## src/hw/rtl/mthw_pkg.sv

```systemverilog
`timescale 1ns / 1ps

package mthw_pkg;

  localparam int MAX_SLOTS  = 16;
  localparam int COUNT_BITS = 16;
  localparam int SLOT_BITS  = (MAX_SLOTS > 1) ? $clog2(MAX_SLOTS) : 1;

  // request modes
  localparam logic [1:0] MODE_REGISTER  = 2'd0;
  localparam logic [1:0] MODE_REMOVE    = 2'd1;
  localparam logic [1:0] MODE_HEARTBEAT = 2'd2;
  localparam logic [1:0] MODE_TICK      = 2'd3;

  // result kinds
  localparam logic [1:0] KIND_ACK   = 2'd0;
  localparam logic [1:0] KIND_ALARM = 2'd1;
  localparam logic [1:0] KIND_DONE  = 2'd2;

  typedef enum logic [1:0] {
    S_IDLE,
    S_ACK,
    S_WALK,
    S_DONE
  } state_t;

endpackage

```

## src/hw/rtl/multi_task_heartbeat_watchdog.sv

```systemverilog
`timescale 1ns / 1ps

// Heartbeat watchdog over MAX_SLOTS task slots. Each request on the slave
// stream is register (0), remove (1), heartbeat (2) or tick (3). Register,
// remove and heartbeat change one slot and are answered by one acknowledge
// (tuser = 0, tlast = 1) naming the slot. A tick walks the valid slots from
// the highest index down to 0: a slot that beat since the last tick has its
// flag and missed count cleared, any other has its count raised (saturating).
// Every walked slot whose count then exceeds alarm_limit gives an alarm
// (tuser = 1) with its slot and count; a tick-finished result (tuser = 2,
// tlast = 1) closes the tick. alarm_limit resets to 10; the user must write it
// through cfg_we/cfg_wdata only while the block is idle, as the block itself
// does not enforce this. A request drops tready after acceptance until its
// acknowledge or, for a tick, its tick-finished result is loaded; one shared
// increment/compare step handles one slot per cycle, holding while an alarm
// cannot be handed on. Back-pressure on the master side stretches either.
// The single output register lets a new request be accepted while the last
// result still waits to be taken.
module multi_task_heartbeat_watchdog
  import mthw_pkg::*;
(
  input  logic        clk,
  input  logic        rst,
  // configuration: alarm_limit
  input  logic        cfg_we,
  input  logic [15:0] cfg_wdata,
  // request stream
  input  logic        s_axis_tvalid,
  output logic        s_axis_tready,
  input  logic [7:0]  s_axis_tdata,   // [1:0] mode, [5:2] task_slot, [6] beat_value
  // result stream
  output logic        m_axis_tvalid,
  input  logic        m_axis_tready,
  output logic [23:0] m_axis_tdata,   // [3:0] alarm_slot, [19:4] missed_ticks
  output logic [1:0]  m_axis_tuser,   // [1:0] kind
  output logic        m_axis_tlast
);

  // slot table
  logic                  slot_valid [MAX_SLOTS];
  logic                  beat_flag  [MAX_SLOTS];
  logic [COUNT_BITS-1:0] missed_count [MAX_SLOTS];

  logic [15:0]          alarm_limit;
  state_t               state, state_next;
  logic [SLOT_BITS-1:0] walk_idx;
  logic [3:0]           ack_slot;

  // output register
  logic                  out_valid;
  logic [1:0]            out_kind;
  logic [3:0]            out_slot;
  logic [15:0]           out_missed;
  logic                  out_last;

  // request fields
  logic [1:0]           req_mode;
  logic [3:0]           req_slot;
  logic                 req_beat;
  logic [SLOT_BITS-1:0] req_idx;
  logic                 req_in_range;
  logic                 in_fire;
  logic                 out_free;

  // shared walk step
  logic                  walk_valid;
  logic [COUNT_BITS-1:0] walk_cur;
  logic [COUNT_BITS-1:0] walk_new;
  logic                  walk_alarm;
  logic                  walk_commit;
  logic                  load_ack, load_alarm, load_done;

  assign req_mode     = s_axis_tdata[1:0];
  assign req_slot     = s_axis_tdata[5:2];
  assign req_beat     = s_axis_tdata[6];
  assign req_idx      = SLOT_BITS'(req_slot);
  assign req_in_range = (32'(req_slot) < 32'(MAX_SLOTS));

  assign s_axis_tready = (state == S_IDLE);
  assign in_fire       = s_axis_tvalid && s_axis_tready;
  assign out_free      = !out_valid || m_axis_tready;

  // one slot per unstalled cycle: clear on beat, else saturating increment; compare
  assign walk_valid = slot_valid[walk_idx];
  assign walk_cur   = missed_count[walk_idx];
  always_comb begin
    if (beat_flag[walk_idx]) begin
      walk_new = '0;
    end else if (walk_cur == {COUNT_BITS{1'b1}}) begin
      walk_new = walk_cur;
    end else begin
      walk_new = walk_cur + 1'b1;
    end
  end
  assign walk_alarm = walk_valid && (32'(walk_new) > 32'(alarm_limit));

  // sequencer
  always_ff @(posedge clk) begin
    if (rst) begin
      state <= S_IDLE;
    end else begin
      state <= state_next;
    end
  end

  always_comb begin
    state_next  = state;
    load_ack    = 1'b0;
    load_alarm  = 1'b0;
    load_done   = 1'b0;
    walk_commit = 1'b0;
    case (state)
      S_IDLE: begin
        if (in_fire) begin
          state_next = (req_mode == MODE_TICK) ? S_WALK : S_ACK;
        end
      end
      S_ACK: begin
        if (out_free) begin
          load_ack   = 1'b1;
          state_next = S_IDLE;
        end
      end
      S_WALK: begin
        // hold the step while an alarm cannot be handed on
        if (!walk_alarm || out_free) begin
          walk_commit = 1'b1;
          load_alarm  = walk_alarm;
          if (walk_idx == '0) begin
            state_next = S_DONE;
          end
        end
      end
      S_DONE: begin
        if (out_free) begin
          load_done  = 1'b1;
          state_next = S_IDLE;
        end
      end
      default: state_next = S_IDLE;
    endcase
  end

  always_ff @(posedge clk) begin
    if (rst) begin
      alarm_limit <= 16'd10;
    end else if (cfg_we) begin
      alarm_limit <= cfg_wdata;
    end
  end

  always_ff @(posedge clk) begin
    if (in_fire) begin
      ack_slot <= req_slot;
    end
    if (in_fire && req_mode == MODE_TICK) begin
      walk_idx <= SLOT_BITS'(MAX_SLOTS - 1);
    end else if (walk_commit && walk_idx != '0) begin
      walk_idx <= walk_idx - 1'b1;
    end
  end

  // valid bits reset; flag and count are always cleared by registration
  // before a walk can use them
  always_ff @(posedge clk) begin
    if (rst) begin
      for (int i = 0; i < MAX_SLOTS; i++) begin
        slot_valid[i] <= 1'b0;
      end
    end else if (in_fire && req_in_range) begin
      if (req_mode == MODE_REGISTER) begin
        slot_valid[req_idx] <= 1'b1;
      end else if (req_mode == MODE_REMOVE) begin
        slot_valid[req_idx] <= 1'b0;
      end
    end
  end

  always_ff @(posedge clk) begin
    if (in_fire && req_in_range && req_mode == MODE_REGISTER) begin
      beat_flag[req_idx]    <= 1'b0;
      missed_count[req_idx] <= '0;
    end else if (in_fire && req_in_range && req_mode == MODE_HEARTBEAT &&
                 slot_valid[req_idx]) begin
      beat_flag[req_idx] <= req_beat;
    end else if (walk_commit && walk_valid) begin
      beat_flag[walk_idx]    <= 1'b0;
      missed_count[walk_idx] <= walk_new;
    end
  end

  // output register
  always_ff @(posedge clk) begin
    if (rst) begin
      out_valid <= 1'b0;
    end else if (load_ack || load_alarm || load_done) begin
      out_valid <= 1'b1;
    end else if (m_axis_tready) begin
      out_valid <= 1'b0;
    end
  end

  always_ff @(posedge clk) begin
    if (load_ack) begin
      out_kind   <= KIND_ACK;
      out_slot   <= ack_slot;
      out_missed <= '0;
      out_last   <= 1'b1;
    end else if (load_alarm) begin
      out_kind   <= KIND_ALARM;
      out_slot   <= 4'(walk_idx);
      out_missed <= 16'(walk_new);
      out_last   <= 1'b0;
    end else if (load_done) begin
      out_kind   <= KIND_DONE;
      out_slot   <= '0;
      out_missed <= '0;
      out_last   <= 1'b1;
    end
  end

  assign m_axis_tvalid = out_valid;
  assign m_axis_tdata  = {4'b0, out_missed, out_slot};
  assign m_axis_tuser  = out_kind;
  assign m_axis_tlast  = out_last;

`ifndef SYNTHESIS
  a_done_is_last: assert property (@(posedge clk) disable iff (rst)
    out_valid && out_kind == KIND_DONE |-> out_last)
    else $error("tick-finished result without last");

  a_alarm_not_last: assert property (@(posedge clk) disable iff (rst)
    out_valid && out_kind == KIND_ALARM |-> !out_last)
    else $error("alarm result marked last");

  a_alarm_loaded: assert property (@(posedge clk) disable iff (rst)
    state == S_WALK && walk_commit && walk_alarm |=> out_valid && out_kind == KIND_ALARM)
    else $error("alarm step did not load the output register");

  a_busy_after_accept: assert property (@(posedge clk) disable iff (rst)
    in_fire |=> !s_axis_tready)
    else $error("request accepted while previous one still in work");
`endif

endmodule
```

## config.mk

```make
export PLATFORM = sky130hd
export DESIGN_NAME = multi_task_heartbeat_watchdog
export DESIGN_NICKNAME = d
export VERILOG_FILES = /design/src/hw/rtl/mthw_pkg.sv /design/src/hw/rtl/multi_task_heartbeat_watchdog.sv
export SDC_FILE = /design/constraint.sdc
export NUM_CORES = 1
export LEC_CHECK = 0
export ABC_AREA = 1
export BUFFER_PORTS_ARGS = -buffer_cell sky130_fd_sc_hd__buf_2
export CORE_MARGIN = 10
export CORE_UTILIZATION = 35
export DETAILED_ROUTE_END_ITERATION = 8
export PLACE_DENSITY = 0.55
export SLEW_MARGIN = 20
export SYNTH_ARGS = -nofsm -noshare
export SYNTH_HDL_FRONTEND = slang
export SYNTH_SLANG_ARGS = --single-unit
```

## constraint.sdc

```tcl
create_clock -name clk -period 10.99 [get_ports clk]
set_input_delay 0.5495 -clock clk [delete_from_list [all_inputs] [get_ports clk]]
set_output_delay 0.5495 -clock clk [all_outputs]
set_load 0.005 [all_outputs]
```

After elaboration in Yosys (flattened, before gate mapping)

Memories as Yosys holds them, arrays and structs flattened. A register that Yosys moved wholly into a read port is not among the register bits.
Index checks and enable logic that the tools add are counted.

Output and inout bits: 29
Logic and storage cells: 119
Bits of input ports: 29
Register bits: 50
Memory bits (writable): 288
Memories kept: 3

Equal/unequal tests: 11
Reductions and logical operators: 27
Bitwise operators: 2
Add/sub/neg operators: 2
Muxes and demuxes: 63
Order comparisons: 1

Memories:

| memory       | words | bits a word | read ports | clocked after memory_dff | wr ports | line                                | RTL |
|---|---|---|---|---|---|---|---|
| missed_count | 16    | 16          | 1          | 1                        | 1        | multi_task_heartbeat_watchdog.sv:42 | `logic [COUNT_BITS-1:0] missed_count [MAX_SLOTS];` |
| beat_flag    | 16    | 1           | 1          | 1                        | 1        | multi_task_heartbeat_watchdog.sv:41 | `logic beat_flag [MAX_SLOTS];` |
| slot_valid   | 16    | 1           | 2          | 1                        | 16       | multi_task_heartbeat_watchdog.sv:40 | `logic slot_valid [MAX_SLOTS];` |

Operators with widths:

| kind                    | count |
|---|---|
| $mux W16                | 5 |
| $mux W4                 | 12 |
| $mux W1                 | 40 |
| $add A16 B1 Y16 const B | 1 |
| $eq A16 B16 Y1 const B  | 1 |
| $gt A16 B16 Y1          | 1 |
| $reduce_or A16 Y1       | 1 |
| $mux W2                 | 5 |
| $eq A2 B2 Y1 const B    | 4 |
| $logic_and A1 B1 Y1     | 8 |
| $pmux W2 S3             | 1 |
| $eq A2 B1 Y1 const B    | 2 |
| $logic_not A2 Y1        | 2 |
| $logic_not A4 Y1        | 1 |
| $logic_or A1 B1 Y1      | 4 |
| $ne A2 B1 Y1 const B    | 2 |
| $ne A2 B2 Y1 const B    | 2 |
| $reduce_and A4 Y1       | 1 |
| $reduce_bool A2 Y1      | 2 |
| $reduce_bool A4 Y1      | 1 |
| $reduce_or A2 Y1        | 2 |
| $sub A4 B1 Y4 const B   | 1 |
| $reduce_bool A3 Y1      | 1 |
| $logic_not A1 Y1        | 2 |
| other kinds (2)         | 4 |

Longest topological paths before layout

Gate-level depths: netlist of run 1.

Depth in word-level cells: 16
Depth in mapped cells: 34
Mapped depth without buffers: 32

Least setup slack after synthesis of run 1

OpenSTA, ideal clock, no wires.

Path kind: register -> register
From: reg (tool-made name)
To: mem missed_count[10][0] (enable)
Slack: 6.204 ns
Path buffers: 6
Library setup time: 0.388 ns
Data arrival time: 4.397 ns
Stages on the path, launching flop included: 33
Period minus slack after synthesis: 4.786 ns
Path through: dfxtp_1 > buf_6 > buf_8 > buf_6 > buf_6 > o211ai_1 > nand3_1 > nand3_1 > nand2_2 > ha_1 > nand2_1 > nor2_2 > nand2_2 > inv_1 > nand2_2 > buf_6 > nand3_2 > nand2_1 > inv_1 > ha_1 > nand2_1 > nor2_1 > nand4_1 > nor3_1 > nor2_2 > nand3_2 > nand3_2 > buf_4 > nand2_1 > o21ai_1 > nor2_1 > nand2_1 > nor2_1

RTL lines:

| element       | line |
|---|---|
| end, declared | multi_task_heartbeat_watchdog.sv:42 |

==> results of run 1 <==
-- routing by layer --
layer / up-vias / wire length, um / track usage, %
li1: 5552 / - / -
met1: 5398 / 18200 / 19.02
met2: 216 / 19060 / 23.95
met3: 55 / 1777 / 2.223
met4: 0 / 682 / 3.941
met5: - / 0 / 0
-- how the worst max path moves through the flow --
| stage | start | end | slack [ps] | depth (start not counted) |
|---|---|---|---|---|
| floorplan | register | missed_count[10][0] | 6200 | 32 |
| global placement | register | missed_count[2][12] | 3910 | 29 |
| detailed placement | register | missed_count[2][12] | 3880 | 29 |
| CTS | register | missed_count[2][10] | 3840 | 28 |
| global route | register | missed_count[14][0] | 3200 | 30 |
| finish | register | missed_count[2][10] | 3760 | 28 |
-- state kept, by name (all words and copies together), names as in the netlist, 2 cells and up, named ones only --
name          count
missed_count    256
walk_idx          4
m_axis_tuser      2
out_missed       16
state             2
beat_flag        16
slot_valid       16
alarm_limit      16
out_slot          4
ack_slot          4
-- power groups by stage --
stage | clock network (mW) | logic [mW] | registers (mW)
after floorplan | 0 | 1.37 | 1.63
after global placement | 0 | 1.81 | 1.64
after detailed placement | 0 | 1.83 | 1.64
after CTS | 1.18 | 1.84 | 1.61
after global routing | 1.23 | 2.07 | 1.63
final | 1.15 | 1.83 | 1.61
-- worst max-delay path: cells and delay by family, from the launching register on --
kind	cells	cell delay, ps
and+or+nand+nor	19	3780
AOI/OAI and AO/OA	1	120
DFF	1	310
buffers and inverters	6	2130
adders and majority gates	2	460
-- logic make-up after synthesis --
logic type      Yosys count  share of synthesized area (%)
other cells               1                        0.02378
flops                   342                          62.20
simple gates            845                          22.71
compound gates          161                          5.665
fa+ha+maj                18                          1.428
xor+xnor                  4                         0.2222
buf+inv                 272                          7.751
-- layout by cell type, fill, tap and decap left out, types with 17 or more instances in the layout --
master / synthesis / final
o211ai_1: 23 / 23
ha_1: 18 / 18
inv_1: 183 / 183
o21ai_1: 24 / 24
nand2_1: 459 / 459
nand3_1: 188 / 188
nor2_2: 13 / 32
dfxtp_1: 46 / 43
buf_2: 32 / 52
nor2_1: 137 / 118
buf_4: 12 / 26
clkbuf_16: 0 / 37
o21ai_0: 56 / 56
edfxtp_1: 296 / 296
a21oi_1: 47 / 47
nor3_1: 17 / 17
-- area by class of cell --
cell class | instances | area share (%)
clock inverters | 12 | 0.4469
inverters | 192 | 4.093
multi-input cells | 1032 | 27.21
well taps | 592 | 4.200
flip-flops and latches | 342 | 55.65
repair buffers | 78 | 2.582
clock buffers | 55 | 5.817
==> results.cfg, run 1 <==
[outcome]
outcome = complete, no violations

[floorplan]
rows = 77
die_x_um = 232.3
die_area_um2 = 53950
core_area_um2 = 44410
pin_count = 58
die_y_um = 232.3
start_util_pct = 35.51

[flow_run]
cap_violations = 0

[detailed_routing]
first_pass_iters = 5
drtAntennaViolNets = 0
post_drt_via_cell_ratio = 4.872
drtIter0Drc = 917
drcViolationCount = 0
wire_per_inst_um = 17.24
vias = 11220
routed_wirelength_um = 39710

[power_and_ir_drop]
power_frac_seq_pct = 35.1
internal_power_mw = 2.731
total_power_mw = 4.596
switching_share_pct = 40.57
peakVddDrop_mv = 0.1287
leakage_nw = 7.156
powerDensity_nw_per_um2 = 260.6
switching_power_mw = 1.864
clkPwrFrac_pct = 25.0
pwr-share-comb_pct = 39.9

[clock_network]
clockBufferDepth = 3
cts_buffers = 37
cts.htree.levels = 2
clock_latency_ps = 530
cts-root-buf = clkbuf_16
postCtsSetupRepairBufs = 0
clk_pin_slew_ps = 60
ctsHoldBuffers = 0
cts_resized = 0
cts.sinks = 342
tritoncts = done

[global_route]
grtUsageTotal_pct = 14.37
antenna_found_initial = 0
grt_pass1_wl_um = 60480
first_global_vias = 10610
grt.overflow.total = 0
grt_max_degree = 88

[synthesis]
synth_area_leader_cell = edfxtp_1
synth_common_cells = nand2_1 (459), edfxtp_1 (296), nand3_1 (188)
avgSynthCellArea_um2 = 9.599
yosysMostFrequentCell = nand2_1
syn_area_um2 = 15770
async_flop_share_pct = 0
synth_top_area_share_pct = 56.36
synth_cell_types = 34
synthFlopType = edfxtp_1
synth-seq-cells = 342
yosysWarnings = 0
synthCells = 1643
synth_seq_area_share_pct = 62.20
synth_area_leaders = edfxtp_1 (56%), nand2_1 (11%), nand3_1 (6.0%)
synth_edf_count = 296

[critical_path]
crit_required_ps = 11160
crit_top_cell = nand2_1
r2r_cells = 28
timing.rr.end = missed_count[2][10]
crit_path_max_fanout = 73
arrival_ps = 7410
start_kind = register
path_class = register to register
crit_slowest_cell = buf_4
end_kind = register
reg2reg_slack_ps = 3760
cpPeakStageDelay_ps = 800

[final_layout]
antennaDiodeCount = 0
fillers = 4285
multi_input_comb_area_um2 = 4798
syn_to_final_growth_pct = 11.83
drive_gt1_share_pct = 11.05
seq_area_um2 = 9816
postLayoutCellArea_um2 = 17640
final_cells = 2303
final_net_count = 1730
final_core_util_pct = 39.71

[place]
placed_cells = 2236
place_hpwl_um = 23100
gp_congestion = 0.8193
io_buffer_count = 52
place_area_um2 = 16520
pre_cts_slack_ps = 3875

[min_path]
whs_path_depth = 3
holdPathEnd = alarm_limit[0]
hold_start = cfg_wdata[0]
hold_class = primary input to register

[sta]
finalSetupViolCount = 0
setup_slack_ps = 3758
hold_ws_ps = 241.9
finalCritPeriodShare_pct = 65.80
slew_headroom_pct = 28.70
slew_viol_final = 0
tns_ps = 0
final_hold_viol_count = 0
tightestPinTransition_ps = 1063
fin_crit_ps = 7232
rsz0062_at_grt = false
finClkSkew_ps = 20.77
clock.fmax_ghz = 0.1383
(Power assumes the default switching activity.)
==> inputs of run 2 (changes only) <==
- clock period: 10.99 -> 7 ns (I/O delays scaled with it)
==> run 2 against run 1 <==
Routed wire length up 0.96%. Sequential power up 57%. Combinational power is 63% higher. Via count increased by 0.75%. Clock power up 60%. Clock skew decreased by 4.9 ps. Worst setup slack lost 2700 ps. Global-route usage grew 0.30 points. Power grew 60%. First-iteration DRC count shrank 2.1%.
==> results.cfg, run 2 (synthesized netlist as in run 1, its figures left out) <==
[detailed_routing]
drtAntennaViolNets = 0
wire_per_inst_um = 17.28
drtIter0Drc = 898
routed_wirelength_um = 40100
first_pass_iters = 5
post_drt_via_cell_ratio = 4.871
drcViolationCount = 0
vias = 11310

[critical_path]
crit_slowest_cell = clkinv_2
cp_num_buf_inv = 4
crit_required_ps = 7230
reg2reg_slack_ps = 1020
path_class = register to register
timing.rr.end = missed_count[9][8]
endpoint = missed_count[9][8]
end_kind = register
worstSetupPathDepth = 27
start_kind = register
cp_top_family = simple AND/OR/NAND/NOR gates
crit_top_cell = nand2_1
cpPeakStageDelay_ps = 540
arrival_ps = 6210
r2r_cells = 27
crit_path_max_fanout = 41

[power_and_ir_drop]
powerDensity_nw_per_um2 = 411.5
peakVddDrop_mv = 0.2717
total_power_mw = 7.341
leakage_nw = 7.280

[final_layout]
final_core_util_pct = 40.16
fillers = 4319
final_net_count = 1751
drive_gt1_share_pct = 11.80
final_common_cell = nand2_1
largest_register_ffs = 256
syn_to_final_growth_pct = 13.11
antennaDiodeCount = 0
layout_common_cells = nand2_1 (459), edfxtp_1 (296), nand3_1 (188), inv_1 (183), nor2_1 (120)
max_flop_register = missed_count

[clock_network]
clk_pin_slew_ps = 60
clockBufferDepth = 3
cts_resized = 0
cts_buffers = 38
postCtsSetupRepairBufs = 0
cts.htree.levels = 2
cts-root-buf = clkbuf_16
ctsHoldBuffers = 0
cts.sinks = 342
tritoncts = done
clock_latency_ps = 530

[floorplan]
rows = 77
die_area_um2 = 53950
pin_count = 58
die_x_um = 232.3
start_util_pct = 35.51
core_area_um2 = 44410
die_y_um = 232.3

[place]
gp_congestion = 0.8641
pre_cts_slack_ps = 1030
io_buffer_count = 52
place_hpwl_um = 24990

[sta]
final_hold_viol_count = 0
setup_slack_ps = 1019
finClkSkew_ps = 15.82
clock.fmax_ghz = 0.1672
tightestPinTransition_ps = 1054
fin_crit_ps = 5981
hold_ws_ps = 59.80
rsz0062_at_grt = false
finalCritPeriodShare_pct = 85.44
tns_ps = 0
finalSetupViolCount = 0
slew_headroom_pct = 29.50
slew_viol_final = 0

[global_route]
grt_max_degree = 164
grt.overflow.total = 0
grt_pass1_wl_um = 61870
grtUsageTotal_pct = 14.66
first_global_vias = 10760
antenna_found_initial = 0

[flow_run]
cap_violations = 0

[outcome]
outcome = complete, no violations

[min_path]
hold_class = primary input to register
-- run 2: cell types whose count changed in the layout (fill, tap and decap cells not counted), sizes merged --
cell,change
buf,+20
bufinv,+1
clkbuf,-1
clkinvlp,-1
inv,-1
-- run 2: cell type report --
type	count	area, um2	share of cell area [%]
Sequential cell	342	9816	55.03
Timing Repair Buffer	98	643.1	3.605
Tap cell	592	740.7	4.152
Inverter	192	721.9	4.047
Clock inverter	11	77.57	0.4349
Multi-Input combinational cell	1032	4793	26.87
Clock buffer	54	1046	5.864
-- run 2: report_power, final --
group          switching, mW  internal (mW)
combinational           2.11          0.867
clock                  0.770           1.07
sequential            0.0671           2.45
-- run 2: worst register-to-register path: stages (launching register included) --
cell	delay (ps)
dfxtp_4	360
clkinv_2	540
nand2_1	240
nand3_1	90
nand3_1	140
nand3_1	140
nand2_1	310
ha_1	340
nand2_1	90
nor2_2	220
nand2_2	120
inv_1	80
nand2_2	230
nand3_1	200
nand2_1	80
inv_1	80
ha_1	170
nand4_1	240
nor3_1	370
nor2_2	100
nand3_2	100
nand3_2	240
nand2_1	140
o21ai_1	110
nor2_2	230
nand2_1	130
nor2_2	400
buf_12	220
-- run 2: layer usage --
metal,global-route usage [%],wire [um],vias up
met3,2.126,2162,58
met2,24.28,19140,276
met4,4.043,859,0
met1,19.63,17940,5383
li1,-,-,5588
met5,0,0,-
-- run 2: worst min path at each step --
stage / depth (start not counted) / endpoint / start
2_1_floorplan: 2 / alarm_limit[15] / alarm_limit[15]
3_3_place_gp: 2 / m_axis_tuser[0] / m_axis_tuser[0]
3_5_place_dp: 2 / m_axis_tuser[0] / m_axis_tuser[0]
4_1_cts: 3 / alarm_limit[1] / cfg_wdata[1]
5_1_grt: 3 / alarm_limit[3] / cfg_wdata[3]
6_report: 3 / alarm_limit[1] / cfg_wdata[1]
-- run 2: per-stage QoR --
| step | area (um2) | std cells |
|---|---|---|
| 2_1_floorplan | 15780 | 1646 |
| 3_3_place_gp | 16710 | 2256 |
| 3_5_place_dp | 16710 | 2256 |
| 4_1_cts | 17840 | 2321 |
| 5_1_grt | 17840 | 2321 |
| 6_report | 17840 | 2321 |
==> inputs of run 3 (changes only) <==
- RECOVER_POWER: default -> 25
==> run 3 against run 2 <==
Maximum frequency down 2.7%. Non-clock buffer count unchanged. Sequential share of layout area up 0.19 points. Flip-flop and latch count unchanged. Final area down 0.34%. Via count down 0.39%. First-iteration DRC count up 8.0%. Utilization down 0.14 points.
==> results.cfg, run 3 (synthesized netlist as in run 1, its figures left out) <==
[critical_path]
cp_top_family = simple AND/OR/NAND/NOR gates
arrival_ps = 6380
crit_top_cell = nand2_1
path_class = register to register
cpPeakStageDelay_ps = 540
crit_path_max_fanout = 41
end_kind = register
crit_slowest_cell = clkinv_2
crit_required_ps = 7230
start_kind = register
cp_num_buf_inv = 4

[final_layout]
syn_to_final_growth_pct = 12.72
layout_common_cells = nand2_1 (460), edfxtp_1 (296), nand3_1 (189), inv_1 (183), nor2_1 (121)
final_common_cell = nand2_1
postLayoutCellArea_um2 = 17780
final_cells = 2321
final_net_count = 1751
max_flop_register = missed_count
antennaDiodeCount = 0
final_core_util_pct = 40.03
largest_register_ffs = 256
drive_gt1_share_pct = 9.832

[floorplan]
rows = 77
start_util_pct = 35.51
die_y_um = 232.3
die_x_um = 232.3
pin_count = 58
die_area_um2 = 53950
core_area_um2 = 44410

[place]
place_hpwl_um = 24990
place_area_um2 = 16710
placed_cells = 2256
gp_congestion = 0.8641
pre_cts_slack_ps = 1030
io_buffer_count = 52

[power_and_ir_drop]
powerDensity_nw_per_um2 = 411.5
leakage_nw = 7.169
peakVddDrop_mv = 0.2709

[clock_network]
cts.sinks = 342
clockBufferDepth = 3
clk_pin_slew_ps = 60
cts-root-buf = clkbuf_16
cts.htree.levels = 2
tritoncts = done
cts_resized = 0
cts_buffers = 38
postCtsSetupRepairBufs = 0
ctsHoldBuffers = 0
clock_latency_ps = 530

[detailed_routing]
routed_wirelength_um = 40140
wire_per_inst_um = 17.30
drtIter0Drc = 970
post_drt_via_cell_ratio = 4.852
drtAntennaViolNets = 0
drcViolationCount = 0
vias = 11260
first_pass_iters = 5

[global_route]
grt.overflow.total = 0
first_global_vias = 10760
grt_pass1_wl_um = 61870
grtUsageTotal_pct = 14.66
antenna_found_initial = 0
grt_max_degree = 164

[sta]
setup_slack_ps = 850.9
tightestPinTransition_ps = 1053
final_hold_viol_count = 0
fin_crit_ps = 6149
finClkSkew_ps = 15.58
tns_ps = 0
slew_headroom_pct = 29.57
clock.fmax_ghz = 0.1626
slew_viol_final = 0
rsz0062_at_grt = false
finalCritPeriodShare_pct = 87.84
finalSetupViolCount = 0

[flow_run]
cap_violations = 0

[outcome]
outcome = complete, no violations

[min_path]
hold_class = primary input to register
run 3: routing by layer:
layer / GRT usage [%] / part of all wire [%] / routed length, um
met1: 19.63 / 46 / 18280
met2: 24.28 / 48 / 19110
met3: 2.126 / 4.7 / 1878
met4: 4.043 / 2.2 / 877
met5: 0 / 0 / 0
run 3: worst paths after layout:
kind                                      start                   to  slack, ps  depth (start not counted)
worst max-delay path                   register  missed_count[9][13]        850                         27
worst min register to register  m_axis_tuser[0]      m_axis_tuser[0]        460                          2
worst min-delay path               cfg_wdata[1]       alarm_limit[1]         60                          3
worst max register to register         register  missed_count[9][13]        850                         27
run 3: worst register-to-register path, cell delays in order (launching register included):
cell,delay (ps)
dfxtp_4,360
clkinv_2,540
nand2_1,240
nand3_1,90
nand3_1,140
nand3_1,140
nand2_1,310
ha_1,330
nand2_1,80
nor2_1,290
nand2_1,180
inv_1,100
nand2_2,230
nand3_1,200
nand2_1,80
inv_1,80
ha_1,170
nand4_1,240
nor3_1,370
nor2_2,90
nand3_1,140
nand3_2,260
nand2_1,140
o21ai_1,110
nor2_2,230
nand2_1,130
nor2_2,410
buf_12,210
run 3: cell type report:
type                       count  area [um2]
clock buffer                  54        1046
clock inverter                11       77.57
fill                        4339       26640
inverter                     192       721.9
multi-input combinational   1032        4777
sequential                   342        9816
tap                          592       740.7
timing repair buffer          98       598.1
run 3: stage by stage:
step,hold slack (ps),power [mW]
floorplan,434.7,4.704
global placement,436.2,5.505
detailed placement,443.8,5.543
CTS,38.57,7.398
global route,73.59,7.842
finish,58.43,7.316
run 3: where the power goes:
group          internal, mW  switching [mW]
logic                 0.848            2.10
clock network          1.07           0.771
registers              2.45          0.0689
